**config.mk**
```make
export PLATFORM = sky130hd
export DESIGN_NAME = gqp_scan
export DESIGN_NICKNAME = d
export VERILOG_FILES = /design/src/hdl/gqp_pkg.sv /design/src/hdl/gqp_scan.sv
export SDC_FILE = /design/constraint.sdc
export NUM_CORES = 1
export LEC_CHECK = 0
export BUFFER_PORTS_ARGS = -buffer_cell sky130_fd_sc_hd__buf_2
export CAP_MARGIN = 20
export CORE_MARGIN = 2
export CORE_UTILIZATION = 40
export CTS_BUF_LIST = sky130_fd_sc_hd__clkbuf_8
export DETAILED_ROUTE_END_ITERATION = 16
export PLACE_DENSITY_LB_ADDON = 0.05
export SLEW_MARGIN = 20
export SYNTH_ARGS = -nofsm -noshare
export SYNTH_HDL_FRONTEND = slang
export SYNTH_SLANG_ARGS = --single-unit
export TNS_END_PERCENT = 30
```
**constraint.sdc**
```tcl
create_clock -name clk -period 5.3 [get_ports clk]
set_clock_uncertainty 0.1 [all_clocks]
set_input_delay 0 -clock clk [delete_from_list [all_inputs] [get_ports clk]]
set_output_delay 0 -clock clk [all_outputs]
set_load 0.02 [all_outputs]
```
**src/hdl/gqp_pkg.sv**
```systemverilog
`default_nettype none
package gqp_pkg;

  localparam int MAX_WIDTH  = 1024;
  localparam int MAX_HEIGHT = 1024;

  localparam int COL_W  = (MAX_WIDTH > 1) ? $clog2(MAX_WIDTH) : 1;
  localparam int ROW_W  = (MAX_HEIGHT > 1) ? $clog2(MAX_HEIGHT) : 1;
  localparam int DIM_W  = 11;
  localparam int CMP_W  = ((COL_W > ROW_W) ? ((COL_W > DIM_W) ? COL_W : DIM_W)
                                           : ((ROW_W > DIM_W) ? ROW_W : DIM_W)) + 1;
  localparam int CNT_W  = 30;
  localparam int ADDR_W = 3;
  localparam int DATA_W = 32;

  localparam logic [CNT_W-1:0] PATH_MOD = CNT_W'(1000000007);

  localparam logic REG_GRID_WIDTH  = 1'b0;
  localparam logic REG_GRID_HEIGHT = 1'b1;

  typedef struct packed {
    logic [DIM_W-1:0] width_eff;
    logic [DIM_W-1:0] height_eff;
    logic             restart;
  } cfg_t;

  typedef struct packed {
    logic             blocked;
    logic [COL_W-1:0] pos;
    logic             first_row;
    logic             first_col;
    logic             last;
  } cell_t;

  typedef struct packed {
    logic             en;
    logic [COL_W-1:0] addr;
    logic [CNT_W-1:0] vert;
    logic [CNT_W-1:0] diag;
  } lwr_t;

  function automatic logic [CNT_W-1:0] mod_add(input logic [CNT_W-1:0] a,
                                               input logic [CNT_W-1:0] b);
    logic [CNT_W:0] s;
    s = {1'b0, a} + {1'b0, b};
    if (s >= {1'b0, PATH_MOD}) begin
      s = s - {1'b0, PATH_MOD};
    end
    return s[CNT_W-1:0];
  endfunction

endpackage
`default_nettype wire

```
**src/hdl/gqp_scan.sv**
```systemverilog
`default_nettype none
module gqp_scan (
  input  wire logic                  clk,
  input  wire logic                  rst_n,
  input  wire gqp_pkg::cfg_t         cfg,
  input  wire logic                  accept,
  input  wire logic                  blocked,
  output gqp_pkg::cell_t             cur
);

  logic [gqp_pkg::COL_W-1:0] col_r;
  logic [gqp_pkg::COL_W-1:0] col_nxt;
  logic [gqp_pkg::ROW_W-1:0] row_r;
  logic [gqp_pkg::ROW_W-1:0] row_nxt;
  logic [gqp_pkg::COL_W-1:0] pos;
  logic                      row_end;
  logic                      grid_end;

  always_comb begin
    if (gqp_pkg::CMP_W'(col_r) >= gqp_pkg::CMP_W'(cfg.width_eff)) begin
      pos = '0;
    end else begin
      pos = col_r;
    end
    row_end  = gqp_pkg::CMP_W'(pos) + gqp_pkg::CMP_W'(1)
               >= gqp_pkg::CMP_W'(cfg.width_eff);
    grid_end = gqp_pkg::CMP_W'(row_r) + gqp_pkg::CMP_W'(1)
               >= gqp_pkg::CMP_W'(cfg.height_eff);

    cur.blocked   = blocked;
    cur.pos       = pos;
    cur.first_row = (row_r == '0);
    cur.first_col = (col_r == '0);
    cur.last      = row_end && grid_end;
  end

  always_comb begin
    col_nxt = col_r;
    row_nxt = row_r;
    if (cfg.restart) begin
      col_nxt = '0;
      row_nxt = '0;
    end else if (accept) begin
      if (row_end) begin
        col_nxt = '0;
        row_nxt = grid_end ? '0 : row_r + gqp_pkg::ROW_W'(1);
      end else begin
        col_nxt = pos + gqp_pkg::COL_W'(1);
      end
    end
  end

  always_ff @(posedge clk) begin
    if (!rst_n) begin
      col_r <= '0;
      row_r <= '0;
    end else begin
      col_r <= col_nxt;
      row_r <= row_nxt;
    end
  end

endmodule
`default_nettype wire

```
# After elaboration in Yosys (flattened, before gate mapping)
# Cells that the tools add are included.
dict set report totals {
  register_bits 20
  inputBits 27
  wordCells 18
}
dict set report op_classes {
  n_addsub 4
  n_lt_le_gt_ge 3
  muxes 3
  bitwise 1
  reduce_logical 5
}
# operator count
set ops {}
lappend ops {{2-to-1 mux 10 bit} 3}
lappend ops {{adder 10 x 1 -> 11 bit (second input constant)} 2}
lappend ops {{greater-or-equal comparator 11 bit} 2}
lappend ops {{adder 10 x 1 -> 10 bit (second input constant)} 2}
lappend ops {{zero test 10 bit} 2}
lappend ops {{greater-or-equal comparator 10 x 11 -> 1 bit} 1}
lappend ops {{AND reduction 2 bit} 1}
lappend ops {{OR reduction 2 bit} 1}
lappend ops {{logical AND 1 bit} 1}
lappend ops {{inverter 1 bit} 1}

# Longest topological paths before layout
# Gate-level depths: netlist (run 1).
dict set report depth {
  depth_word 5
  ltp_mapped 20
}

# Worst setup path before layout (run 1)
# No wires, ideal clock.
dict set report synth_path {
  kind {register to register}
  startpoint {register col_r[3] (netlist name)}
  endpoint {register row_r[0] (netlist name)}
  setup_ps 121
  arrival_ps 4331
  setup_slack_ps 748
  stages_incl_launch_ff 20
  path_buffers 1
  synth_period_minus_slack_ps 4552
  path_cell_list {dfxtp_1 ha_1 a211oi_1 o211ai_1 a21o_1 buf_2 nor2_1 ha_1 and3_4 and3_1 and3_1 xnor2_1 nor2_1 ha_1 a2111oi_2 o21ai_1 a41oi_4 o21a_4 nor3_4 mux2_4}
}
# element line_no
set synth_rtl {}
lappend synth_rtl {{from (decl)} gqp_scan.sv:11} ;# logic [gqp_pkg::COL_W-1:0] col_r;
lappend synth_rtl {{from (signal assigned)} gqp_scan.sv:58} ;# col_r <= col_nxt;
lappend synth_rtl {{to (signal assigned)} gqp_scan.sv:59} ;# row_r <= row_nxt;
lappend synth_rtl {{to (decl)} gqp_scan.sv:13} ;# logic [gqp_pkg::ROW_W-1:0] row_r;

==> results of run 1 <==
==> critical path, stage by stage, from the launching register on <==
cell	delay, ns
sky130_fd_sc_hd__dfxtp_1	0.48
sky130_fd_sc_hd__ha_1	0.30
sky130_fd_sc_hd__a211oi_1	0.24
sky130_fd_sc_hd__o211ai_1	0.19
sky130_fd_sc_hd__a21o_1	0.30
sky130_fd_sc_hd__nor2_1	0.28
sky130_fd_sc_hd__ha_1	0.23
sky130_fd_sc_hd__and3_4	0.21
sky130_fd_sc_hd__and3_1	0.23
sky130_fd_sc_hd__and3_1	0.24
sky130_fd_sc_hd__xnor2_1	0.13
sky130_fd_sc_hd__nor2_1	0.06
sky130_fd_sc_hd__ha_1	0.32
sky130_fd_sc_hd__a2111oi_2	0.32
sky130_fd_sc_hd__o21ai_1	0.17
sky130_fd_sc_hd__a41oi_4	0.32
sky130_fd_sc_hd__o21a_4	0.23
sky130_fd_sc_hd__o21ba_1	0.16
sky130_fd_sc_hd__buf_2	0.16
==> layer usage <==
metal,global-route usage,vias to the layer above,wire [um]
li1,-,1011,-
met1,0.2493,879,2500
met2,0.2569,23,2019
met3,0.02558,2,143
met4,0.01607,0,12
met5,0,-,0
==> logic make-up (layout without fill, tap and decap cells) <==
| logic type | after synthesis | count (layout) |
|---|---|---|
| buffers and inverters | 33 | 76 |
| adders and majority gates | 35 | 35 |
| xor gates and xnor gates | 16 | 16 |
| muxes | 1 | 1 |
| DFF | 20 | 20 |
| AOI/OAI and AO/OA | 69 | 69 |
| and+or+nand+nor | 82 | 82 |
==> cells in the mapped netlist, types with 4 or more instances <==
cell type                  count  area, um^2
sky130_fd_sc_hd__nand2_1       7       26.28
sky130_fd_sc_hd__o21ai_0      14       70.07
sky130_fd_sc_hd__inv_1        29       108.9
sky130_fd_sc_hd__nor2_1       17       63.81
sky130_fd_sc_hd__and3_1       10       62.56
sky130_fd_sc_hd__xor2_1        7       61.31
sky130_fd_sc_hd__nor2b_1      10       62.56
sky130_fd_sc_hd__nand3_1       5       25.02
sky130_fd_sc_hd__and2_1        8       50.05
sky130_fd_sc_hd__o21ai_1       5       25.02
sky130_fd_sc_hd__ha_1         35       437.9
sky130_fd_sc_hd__a21oi_1      11       55.05
sky130_fd_sc_hd__o211ai_1      4       30.03
sky130_fd_sc_hd__a22o_1       16       140.1
sky130_fd_sc_hd__dfxtp_1      20       400.4
sky130_fd_sc_hd__xnor2_1       9       78.83
sky130_fd_sc_hd__and2b_2       4       35.03
==> sequential cells by signal, indices dropped and copies added (netlist names) <==
register	flops
col_r	10
row_r	10
==> repair_timing <==
| action | CTS | global route |
|---|---|---|
| hold endpoints to repair | 3 | 0 |
| setup endpoints to repair | 0 | 4 |
| gates resized for setup | 0 | 1 |
| hold buffers | 2 | 0 |
==> through the flow <==
step	worst slack, ns	instance area (um^2)	utilization	instances
after global placement	0.6685	2441	0.4719	363
after detailed placement	0.5214	2441	0.4719	363
after floorplan	0.7477	2166	-	256
after global routing	0.003966	2541	0.4913	369
after CTS	0.4014	2532	0.4896	369
final	0.3993	2541	0.4913	369
==> cell type report <==
class                           instances  area share
Sequential cell                        20      0.1576
Clock inverter                          1     0.01182
Tap cell                               70     0.03447
Timing Repair Buffer                   42     0.08863
Inverter                               30     0.04431
Clock buffer                            3     0.01625
Multi-Input combinational cell        203      0.6470
==> layout by cell type (no fill, tap or decap), types with 10 or more instances in the layout <==
master                     n
sky130_fd_sc_hd__dfxtp_1  20
sky130_fd_sc_hd__nor2b_1  10
sky130_fd_sc_hd__buf_2    38
sky130_fd_sc_hd__nor2_1   17
sky130_fd_sc_hd__o21ai_0  14
sky130_fd_sc_hd__inv_1    29
sky130_fd_sc_hd__ha_1     35
sky130_fd_sc_hd__and3_1   10
sky130_fd_sc_hd__a21oi_1  11
sky130_fd_sc_hd__a22o_1   16
==> power breakdown <==
| group | switching [uW] | internal (uW) |
|---|---|---|
| registers | 0.498 | 151 |
| clock network | 53.0 | 101 |
| logic | 30.1 | 22.8 |
| total | 83.6 | 274 |
==> how the worst min path moves through the flow <==
stage	startpoint	cells after the start	slack, ns	endpoint
after floorplan	blocked	1	0.01	cur[13]
after global routing	rst_n	3	0.0001	col_r[0]
final	rst_n	3	0.003	col_r[0]
after CTS	rst_n	3	0.0006	col_r[0]
after detailed placement	blocked	0	-0.1	cur[13]
after global placement	blocked	0	-0.1	cur[13]
==> impl.org, run 1 <==
** Status
- Outcome :: complete, no violations

** Yosys
- The compound-cell area share of the yosys netlist came to 0.2530.
- In this run the cell area of the synthesized design comes to 2166 um^2.
- After synthesis the netlist holds a flip-flop and latch count of 20.
- In this run, synthesis inferred 0 flip-flops with an integrated enable.
- Gate Count Post-Synth :: 256
- During synthesis, Yosys emitted a total of 0 warnings.
- Proportion of synthesized area in mux cells :: 0.006932
- Of the total synthesized cell area, the portion taken by XOR and XNOR cells is 0.06470.
- Main synth FF type :: sky130_fd_sc_hd__dfxtp_1
- Share of the yosys chip area belonging to registers :: 0.1849
- After synthesis, the share of flip-flops with an asynchronous set or reset is 0.
- Of the total synthesized cell area, the portion taken by AND, OR, NAND and NOR gates is 0.2282.
- Synth Net Count :: between 300 and 400
- Syn_area_per_cell :: between 8 and 9 um^2
- After synthesis, the largest family of logic cells by area is compound AO/OA/AOI/OAI gates.
- Adder-cell area share of the yosys netlist :: 0.2022
- Yosys mapped the design onto between 40 and 50 distinct sky130hd cell types.

** Min path
- The worst hold path belongs to the class in2reg.

** Timing
- Hold is met by 0.003237 ns.
- The count of final hold-check violations was 0.
- Pin slew with the least headroom to its limit :: about 0.44 ns
- Period utilization :: 0.9247
- Based on the critical path, the design can be clocked at up to ~200 MHz.
- After layout, the minimum clock period comes to approximately 4.9 ns.
- Setup repair after global routing left no endpoint under its margin.
- Setup violations remaining at the end of the flow were counted as 0.
- The total count of max-transition violations in the final report came to 0.
- TNS Setup :: 0 ns
- The worst pin sits at a relative slew slack of 0.7038.

** Route
- Wires add up to 4.676 mm.
- The detailed router finished its first iteration with between 50 and 60 violations.
- Summing over every cut layer, the via total after detailed routing is ~1900.
- Length of the first detailed-routing pass in iterations :: 4
- Post-route antenna net violation count :: 0
- Via-to-Cell Ratio :: ~5.2
- DRC errors left :: 0
- Routed WL per cell :: about 13 um

** Layout
- Area growth, synth to finish :: 17.33%
- The number of antenna diodes in the final layout is 0.
- Multi-input logic area :: ~1600 um^2
- For this run, the post-layout net count is ~360.
- In the final layout, the share of cells above drive strength 1 is 0.2274.
- Number of filler instances in the final layout :: about 540
- Area of all sequential standard cells :: around 400 um^2

** Floorplanning
- From left edge to right edge, the die measures slightly below 80 um.
- Starting Density :: 0.4187
- I/O pin cnt :: 41
- The die covers roughly 6000 um^2.
- Area of the core :: approximately 5200 um^2
- The floorplan has 26 rows.
- From bottom edge to top edge, the die measures approximately 78 um.

** Critical path
- STA puts the critical path data required time at around 5.2 ns.
- Capturing element of the worst setup path :: cur[0]
- Worst reg2reg path endpoint :: col_r[3]
- Launching element of the worst setup path :: col_r[3]
- Data arrives at the worst endpoint at about 4.8 ns.
- The worst register-to-register path has a setup slack of about 0.49 ns.
- Kind of launch point of the worst setup path :: flip-flop
- Largest fanout on the critical path :: 9
- The worst setup path is captured at a primary output.
- The number of cells on the worst reg-to-reg path is 18.
- Worst reg2reg startpoint :: col_r[3]
- Critical Setup Path Class :: reg2out

** Power
- Overall power after layout :: about 360 uW
- In this run the power density over the cells is 140.8 nW/um^2.
- Peak supply drop :: roughly 0.12 mV
- For this design the static power due to leakage is roughly 0.0014 uW.

** Placed design
- Half-perimeter wire length after detailed placement :: roughly 3.9 mm
- Routability-driven placement finished with a final weighted congestion of around 0.75.
- Buffers placed on the I/O ports in this run total 38.

** Global routing
- In the global route stage, overall resource usage came out at 0.1659.
- Global routing finished with a remaining overflow of 0.
- Global-route wire length before repair :: about 8.2 mm
- Entering global routing, the biggest net connects 13 pins.
- Number of global-route vias before repair :: between 1500 and 2000
- The number of antenna violations at the first check in global routing is 0.

** Clock network
- Post-CTS setup repair buffer count :: 0
- Clock slew at reported path FFs :: about 0.07 ns
- The later pin in the worst-skew pair is clocked with a latency of roughly 0.26 ns.
- TritonCTS built the clock tree.
- Number of buffers created by CTS :: 3
- Clock tree synthesis found a total of 20 sinks.
- In this run the deepest clock path goes through 2 buffers.
- CTS built an H-tree with a depth of 1.
- CTS Root Buffer Type :: sky130_fd_sc_hd__clkbuf_8

** Job
- Max-cap violations in this run came to 0.
(Power assumes the default switching activity.)
==> inputs of run 2 (changes only) <==
Clock period 5.3 ns to 4 ns, I/O delays scaled along.
==> impl.org, run 2 (synthesized netlist as in run 1, its figures left out) <==
** Status
- Outcome :: finished with violations (was complete, no violations)
- The checks that failed: negative setup slack.

** Route
- Vias :: 1998 (was 1915)
- The overall routed net length is 5.301 mm (was 4.676 mm).
- The wire length per cell after detailed routing was 13.42 um (was 12.67 um).
- Via-to-Cell Ratio :: 5.058 (was 5.190)
- The number of design-rule violations left by the first detailed-router iteration was 101 (was 56).
- The remaining design rule violation count is 0 (unchanged).
- The number of iterations in the first detailed-routing pass is 4 (unchanged).
- Post-route antenna net violation count :: 0 (unchanged)

** Placed design
- The total of buffers placed on input and output ports came to 38 (unchanged).
- The placed instance count came to 382 (was 363).
- The post-place instance area came to 2663 um^2 (was 2441 um^2).
- GPL Wtd Cong :: 0.8050 (was 0.7514)
- Half-perimeter wire length after detailed placement :: 4.244 mm (was 3.867 mm)

** Global routing
- The most crowded layer after global routing is met2 (unchanged).
- Number of global-route vias before repair :: 2060 (was 1778)
- The met3 track demand over resource in global routing came to 0.02907 (was 0.02558).
- Global-route wire length before repair :: 9.411 mm (was 8.183 mm)
- The all-layer global routing usage is 0.1916 (was 0.1659).
- Overall overflow remaining after global route :: 0 (unchanged)
- The met2 track demand over resource came to 0.3060 (was 0.2569).
- The largest net degree at the start of global routing came to 12 (was 13).
- Antenna violations before repair :: 0 (unchanged)
- The met1 track utilization from global routing was 0.2762 (was 0.2493).

** Floorplanning
- Die area :: 6019 um^2 (unchanged)
- Vertical die dimension :: 77.59 um (unchanged)
- Area of the core :: 5172 um^2 (unchanged)
- Cell row count :: 26 (unchanged)
- I/O pin cnt :: 41 (unchanged)
- The initial cell density of the core is 0.4187 (unchanged).
- The chip width was 77.59 um (unchanged).

** Timing
- Total count of max-transition violations in the final report :: 0 (unchanged)
- Max-Slew Margin vs Limit :: 0.7321 (was 0.7038)
- Timing would allow up to ~250 MHz.
- Pin slew with the least headroom to its limit :: 0.3966 ns (was 0.4429 ns)
- Dividing the final minimum period by the clock period gives 1.020.
- Setup repair after global routing missed its margin :: yes (was no)
- Slack of the critical path :: -0.07944 ns (was 0.3993 ns)
- After layout, the minimum clock period comes to ~4.1 ns.
- Final setup violating endpoints :: 10 (was 0)
- The count of final hold-check violations came to 0 (unchanged).

** Clock network
- The clock sink total is 20 (unchanged).
- The latest clock arrival within the worst-skew pair is 0.26 ns (about the same).
- The cell chosen for the clock root is sky130_fd_sc_hd__clkbuf_8 (unchanged).
- The depth of the CTS H-tree was 1 (unchanged).
- Number of buffers created by CTS :: 3 (unchanged)
- Clock slew at reported path FFs :: 0.08 ns (was 0.07 ns)
- Worst-case clock buffer depth :: 2 (unchanged)
- The CTS tree is yes (unchanged).

** Layout
- The net count reported at finish is 388 (was 362).
- The synthesis-to-finish area growth is 32.99% (was 17.33%).
- Antenna cell count :: 0 (unchanged)
- Largest registers :: col_r x10, row_r x10 (unchanged)
- Leading cell type in the layout, fill and taps excluded :: sky130_fd_sc_hd__buf_2 (unchanged)
- Post-route cell area :: 2880 um^2 (was 2541 um^2)
- The final standard cell count with taps included and fillers excluded came to 395 (was 369).
- Commonest cells after routing, fill and taps aside :: sky130_fd_sc_hd__buf_2, sky130_fd_sc_hd__ha_1, sky130_fd_sc_hd__inv_1 (unchanged)
- The fraction of layout instances using a drive strength above 1 is 0.3538 (was 0.2274).

** Job
- Max capacitance violation total :: 0 (unchanged)

** Power
- The power density of the placed cells was 152.9 nW/um^2 (was 140.8 nW/um^2).
- Overall power after layout :: 440.4 uW (was 357.9 uW)
- The static leakage is 0.001493 uW (was 0.001373 uW).
- The maximum vdd ir drop came to 0.1424 mV (was 0.1185 mV).

** Critical path
- Critical Setup Path Class :: reg2out (unchanged)
- Arrival time reported for the critical path endpoint :: 3.98 ns (was 4.80 ns)
- Kind of launch point of the worst setup path :: flip-flop (unchanged)
- Data required time at the worst endpoint :: 3.90 ns (was 5.20 ns)
- The largest fanout of any net on the critical path is 3 (was 9).
- The kind of capture point of the worst setup path is a primary output (unchanged).

** Min path
- Type of the tightest min-delay check :: in2reg (unchanged)
## run 2: final timing paths
| path | from | endpoint | slack [ns] | cells past startpoint |
|---|---|---|---|---|
| min reg2reg | row_r[9] | row_r[9] | 0.48 | 1 |
| max reg2reg | col_r[3] | col_r[7] | -0.05 | 19 |
| min | cfg[0] | col_r[1] | 0.01 | 3 |
| max | col_r[3] | cur[0] | -0.08 | 19 |
## run 2: layout make-up
| class | instances | area [um^2] |
|---|---|---|
| fill | 497 | 2292 |
| multi-input combinational | 203 | 1778 |
| timing repair buffer | 68 | 436.7 |
| sequential | 20 | 410.4 |
| inverter | 30 | 112.6 |
| tap | 70 | 87.58 |
| clock buffer | 4 | 55.05 |
## run 2: stage by stage
stage	utilization	worst slack, ns	setup TNS (ns)	hold WS [ns]
floorplan	-	-0.1851	-2.393	0.01259
global placement	0.5148	-0.1280	-1.750	-0.09967
detailed placement	0.5148	-0.2764	-4.536	-0.09967
CTS	0.5508	-0.09245	-0.7112	0.01051
global route	0.5568	-0.2546	-3.767	0.05267
finish	0.5568	-0.07944	-0.4408	0.01116
## run 2: report_power, final
part | internal [uW] | switching (uW) | total [uW]
registers | 198 | 0.410 | 199
logic | 38.4 | 46.0 | 84.3
clock network | 87.7 | 69.7 | 157
total | 324 | 116 | 440
## run 2: routing by layer
| metal | share of wire | up-vias | wire (um) |
|---|---|---|---|
| li1 | - | 1056 | - |
| met1 | 0.52 | 904 | 2754 |
| met2 | 0.44 | 30 | 2325 |
| met3 | 0.026 | 8 | 136 |
| met4 | 0.016 | 0 | 84 |
| met5 | 0 | - | 0 |
## run 2: worst max-delay path, cell delays in order, from the launching register on
cell and delay, ns:
sky130_fd_sc_hd__dfxtp_4 0.36, sky130_fd_sc_hd__ha_4 0.21, sky130_fd_sc_hd__a211oi_2 0.21, sky130_fd_sc_hd__o211ai_1 0.19, sky130_fd_sc_hd__a21o_1 0.24, sky130_fd_sc_hd__nor2_4 0.11
sky130_fd_sc_hd__ha_4 0.14, sky130_fd_sc_hd__and3_4 0.17, sky130_fd_sc_hd__and3_4 0.18, sky130_fd_sc_hd__and3_4 0.19, sky130_fd_sc_hd__xnor2_2 0.11, sky130_fd_sc_hd__nor2_1 0.06
sky130_fd_sc_hd__ha_1 0.33, sky130_fd_sc_hd__a2111oi_4 0.34, sky130_fd_sc_hd__o21ai_2 0.11, sky130_fd_sc_hd__a41oi_4 0.22, sky130_fd_sc_hd__o21a_4 0.18, sky130_fd_sc_hd__buf_6 0.09
sky130_fd_sc_hd__o21ba_4 0.14, sky130_fd_sc_hd__buf_6 0.12
## run 2: what timing repair did
item,CTS,global route
resized for setup,12,6
pin swaps,26,12
buffers inserted,5,1
hold buffers,3,0
hold endpoints to repair,3,0
setup endpoints to repair,21,21
==> inputs of run 3 (changes only) <==
Settings changed: ABC_AREA from default to 1, GPL_ROUTABILITY_DRIVEN from default to 0.
Clock period 4 ns to 3.5 ns, I/O delays scaled along.
==> impl.org, run 3 <==
** Critical path
- The capturing element of the worst setup path is col_r[7] (was cur[0]).
- The startpoint of the worst-slack reg-to-reg timing path is col_r[5] (was col_r[3]).
- Critical path, cell by cell :: ha_4 > nand2_2 > nor2_2 > nand2_1 > nor2_2 > nor2_4 > nand2_4 > nor2_4 > ha_4 > nand3_4 > xor2_1 > inv_2 > ha_1 > a21oi_1 > o21ai_0 > nand2_1 > nand4_1 > buf_6 > nor2_4 > buf_6 > nand3_2 > a21oi_2 (was ha_4 > a211oi_2 > o211ai_1 > a21o_1 > nor2_4 > ha_4 > and3_4 > and3_4 > and3_4 > xnor2_2 > nor2_1 > ha_1 > a2111oi_4 > o21ai_2 > a41oi_4 > o21a_4 > buf_6 > o21ba_4 > buf_6)
- The setup slack of the worst register-to-register path came to 0.21 ns (was -0.05 ns).
- The source of the critical timing path was col_r[5] (was col_r[3]).
- Max stage delay cell, worst path :: sky130_fd_sc_hd__dfxtp_2 (was sky130_fd_sc_hd__dfxtp_4)
- The startpoint kind of the worst setup timing path was a flip-flop (unchanged).
- Arrival time reported for the critical path endpoint :: 3.37 ns (was 3.98 ns)
- Count of buffering cells on the critical path with inverters included :: 3 (was 2)
- The most common cell type on the critical path is sky130_fd_sc_hd__nor2_4 (was sky130_fd_sc_hd__and3_4).
- The class of the most critical setup path was reg2reg (was reg2out).
- The critical path data required time was 3.57 ns (was 3.90 ns).
- The kind of capture point of the worst setup path is a flip-flop (was primary output).
- The worst stage delay on the critical path came to 0.35 ns (was 0.36 ns).
- Worst reg2reg path endpoint :: col_r[7] (unchanged)
- FF-to-FF path depth :: 22 (was 19)
- The number of cells on the critical path came to 22 (was 19).
- The largest fanout of any net on the critical path was 7 (was 3).
- The cell type group with the largest total delay on the critical path was simple AND/OR/NAND/NOR gates (was compound AO/OA/AOI/OAI gates).

** Layout
- Fraction of final layout cells sized beyond drive strength 1 :: 0.3546 (was 0.3538)
- Fin cells :: 462 (was 395)
- Commonest cells after routing, fill and taps aside: sky130_fd_sc_hd__nand2_1, sky130_fd_sc_hd__inv_1, sky130_fd_sc_hd__buf_2 (was sky130_fd_sc_hd__buf_2, sky130_fd_sc_hd__ha_1, sky130_fd_sc_hd__inv_1).
- The final antenna diode count was 0 (unchanged).
- The synthesis-to-finish area growth was 36.92% (was 32.99%).
- Largest registers: col_r x10, row_r x10 (unchanged).
- The total non-filler cell area in the finished layout was 3012 um^2 (was 2880 um^2).
- The commonest non-fill, non-tap cell in the layout was sky130_fd_sc_hd__nand2_1 (was sky130_fd_sc_hd__buf_2).
- The net count reported at finish came to 456 (was 388).

** Global routing
- Number of global-route vias before repair :: 2019 (was 2060)
- Pin count of the biggest net entering global routing :: 20 (was 12)
- Overall overflow remaining after global route :: 0 (unchanged)
- The first-pass GRT wire length came to 9.480 mm (was 9.411 mm).
- Overall Global Routing Usage :: 0.1912 (was 0.1916)
- Antenna violations before repair :: 0 (unchanged)

** Yosys
- Leading cell types by count after synthesis :: sky130_fd_sc_hd__nand2_1, sky130_fd_sc_hd__inv_1, sky130_fd_sc_hd__ha_1, sky130_fd_sc_hd__a21oi_1, sky130_fd_sc_hd__nor2_1 (was sky130_fd_sc_hd__ha_1, sky130_fd_sc_hd__inv_1, sky130_fd_sc_hd__dfxtp_1, sky130_fd_sc_hd__nor2_1, sky130_fd_sc_hd__a22o_1)
- Syn_area_per_cell :: 6.665 um^2 (was 8.460 um^2)
- Cell with the most instances after synthesis :: sky130_fd_sc_hd__nand2_1 (was sky130_fd_sc_hd__ha_1)
- Share of synthesized flip-flops with an asynchronous set or reset :: 0 (unchanged)
- The count of unique library cells instantiated by Yosys was 35 (was 49).
- The net count of the mapped netlist came to 392 (was 318).
- Summed instance area of the synthesized netlist :: 2200 um^2 (was 2166 um^2)
- Share of the yosys chip area belonging to registers :: 0.1820 (was 0.1849)
- The number of synthesized flops with an enable pin was 0 (unchanged).
- Synthesis Warnings :: 0 (unchanged)
- Main synth FF type :: sky130_fd_sc_hd__dfxtp_1 (unchanged)
- Post-synthesis sequential element count :: 20 (unchanged)
- Leading cell types by total area after synthesis: sky130_fd_sc_hd__ha_1, sky130_fd_sc_hd__dfxtp_1, sky130_fd_sc_hd__nand2_1 (was sky130_fd_sc_hd__ha_1, sky130_fd_sc_hd__dfxtp_1, sky130_fd_sc_hd__a22o_1).
- The area fraction of the dominant cell type after synthesis was 0.1991 (was 0.2022).
- Cell taking the most area after synthesis :: sky130_fd_sc_hd__ha_1 (unchanged)
- The count of mapped cells out of synthesis was 330 (was 256).

** Clock network
- Number of buffers created by CTS :: 3 (unchanged)
- Clock slew at reported path FFs :: 0.07 ns (was 0.08 ns)
- The maximum clock insertion buffer count is 2 (unchanged).
- The CTS tree was yes (unchanged).
- The cell chosen for the clock root was sky130_fd_sc_hd__clkbuf_8 (unchanged).
- H-tree level count :: 1 (unchanged)
- The clock sink total came to 20 (unchanged).
- The latest clock arrival within the worst-skew pair came to 0.26 ns (about the same).

** Placed design
- Placed Cells :: 451 (was 382)
- The pre-CTS setup slack was -0.05102 ns (was -0.2764 ns).
- The post-detailed-placement half-perimeter wirelength is 4.608 mm (was 4.244 mm).
- Buffers on Ports :: 38 (unchanged)
- The post-place instance area was 2603 um^2 (was 2663 um^2).

** Timing
- TNS Setup :: 0 ns (was -0.4408 ns)
- Number of hold violations in the final report :: 0 (unchanged)
- Pin slew with the least headroom to its limit :: 0.6628 ns (was 0.3966 ns)
- Final setup violating endpoints :: 0 (was 10)
- Total count of max-transition violations in the final report :: 0 (unchanged)
- The smallest setup slack after layout was 0.2054 ns (was -0.07944 ns).
- The worst slew margin relative to its limit is 0.5554 (was 0.7321).
- Fmax :: 303.5 MHz
- Tightest hold margin :: 0.04193 ns (was 0.01116 ns)
- The worst path needs around 3.3 ns of the cycle, external delays included.
- Setup repair after global routing missed its margin: yes (unchanged).
- Period utilization :: 0.9413

** Status
- Outcome: complete, no violations (was finished with violations).

** Power
- The relative contribution of combinational cells to total power came to 0.205 (was 0.191).
- The portion of total power attributed to the clock network was 0.319 (was 0.358).
- The static leakage is 0.001499 uW (was 0.001493 uW).
- The maximum vdd ir drop is 0.2097 mV (was 0.1424 mV).
- The switching portion of total power is 0.2761 (was 0.2636).
- Sequential share of power :: 0.476 (was 0.451)
- Switching component of the power :: 132.2 uW (was 116.1 uW)
- P_int :: 346.7 uW (was 324.4 uW)
- The power density of the placed cells is 159.0 nW/um^2 (was 152.9 nW/um^2).

** Floorplanning
- Starting Density :: 0.4226 (was 0.4187)
- Area of the core :: 5205 um^2 (was 5172 um^2)
- Die area :: 6108 um^2 (was 6019 um^2)
- The y dimension of the die is 78.16 um (was 77.59 um).
- Cell row count :: 26 (unchanged)
- The count of boundary I/O pins is 41 (unchanged).
- The chip width came to 78.16 um (was 77.59 um).

** Route
- Length of the first detailed-routing pass in iterations :: 4 (unchanged)
- Total Routed Length :: 5.864 mm (was 5.301 mm)
- The detailed-route via count came to 2251 (was 1998).
- The wire length per cell after detailed routing came to 12.69 um (was 13.42 um).
- The number of design-rule violations left by the first detailed-router iteration is 66 (was 101).
- Post-route antenna net violation count :: 0 (unchanged)
- DRC errors left :: 0 (unchanged)
- Via-to-Cell Ratio :: 4.872 (was 5.058)

** Min path
- The class of the tightest hold or removal check is in2reg (unchanged).

** Job
- The number of maximum-capacitance violations came to 0 (unchanged).
## run 3: worst min-delay path by stage
stage	start	to	slack, ns	cells after the start
finish	accept	row_r[7]	0.04	3
global route	accept	row_r[7]	0.04	3
CTS	accept	row_r[9]	0.07	4
detailed placement	blocked	cur[13]	-0.1	0
global placement	blocked	cur[13]	-0.1	0
floorplan	blocked	cur[13]	0.01	1
## run 3: timing repair
item | in CTS | in global routing
gates resized for setup | 1 | 62
pin swaps | 1 | 15
hold buffers | 3 | 0
endpoints found under the hold margin | 2 | 0
setup buffers | 1 | 4
endpoints found under the setup margin | 11 | 21
## run 3: per-layer routing
metal / vias up / GRT usage / share of wire / routed length, um
li1: 1202 / - / - / -
met1: 995 / 0.2947 / 0.52 / 3063
met2: 50 / 0.2862 / 0.43 / 2519
met3: 4 / 0.02644 / 0.041 / 243
met4: 0 / 0.02807 / 0.0063 / 37
met5: - / 0 / 0 / 0
## run 3: cell type report
class / count / area (um^2)
tap: 70 / 87.58
multi-input combinational: 239 / 1807
inverter: 67 / 254.0
fill: 509 / 2193
timing repair buffer: 63 / 406.6
clock buffer: 3 / 41.29
sequential: 20 / 415.4
## run 3: cell families (layout without fill, tap and decap cells)
family                   count (synthesis)  count (layout)  share of synthesized area
AO/OA/AOI/OAI                           50              50                     0.1280
XOR/XNOR                                 8               8                    0.03527
adder cells (fa/ha/maj)                 35              35                     0.1991
buffers and inverters                   71             133                     0.1234
flip-flops                              20              20                     0.1820
AND/OR/NAND/NOR                        146             146                     0.3322
## run 3: stage by stage
| step | utilization | total power (uW) |
|---|---|---|
| 4_1_cts | 0.5161 | 471.1 |
| 3_5_place_dp | 0.5000 | 312.6 |
| 6_report | 0.5786 | 478.9 |
| 2_1_floorplan | - | 282.3 |
| 3_3_place_gp | 0.5000 | 312.2 |
| 5_1_grt | 0.5786 | 508.1 |
## run 3: worst register-to-register path: stages, from the launching register on
cell and delay, ns:
sky130_fd_sc_hd__dfxtp_2 0.35, sky130_fd_sc_hd__ha_4 0.27, sky130_fd_sc_hd__nand2_2 0.06, sky130_fd_sc_hd__nor2_2 0.11, sky130_fd_sc_hd__nand2_1 0.07, sky130_fd_sc_hd__nor2_2 0.14
sky130_fd_sc_hd__nor2_4 0.07, sky130_fd_sc_hd__nand2_4 0.10, sky130_fd_sc_hd__nor2_4 0.06, sky130_fd_sc_hd__ha_4 0.16, sky130_fd_sc_hd__nand3_4 0.11, sky130_fd_sc_hd__xor2_1 0.18
sky130_fd_sc_hd__inv_2 0.06, sky130_fd_sc_hd__ha_1 0.31, sky130_fd_sc_hd__a21oi_1 0.20, sky130_fd_sc_hd__o21ai_0 0.11, sky130_fd_sc_hd__nand2_1 0.07, sky130_fd_sc_hd__nand4_1 0.10
sky130_fd_sc_hd__buf_6 0.16, sky130_fd_sc_hd__nor2_4 0.10, sky130_fd_sc_hd__buf_6 0.15, sky130_fd_sc_hd__nand3_2 0.08, sky130_fd_sc_hd__a21oi_2 0.12
## run 3: power by group through the flow
stage | Combinational, uW | Sequential [uW] | Clock [uW]
finish | 98.1 | 228 | 153
global route | 110 | 228 | 170
CTS | 83.0 | 228 | 160
detailed placement | 78.8 | 234 | 0
global placement | 78.4 | 234 | 0
floorplan | 48.3 | 234 | 0
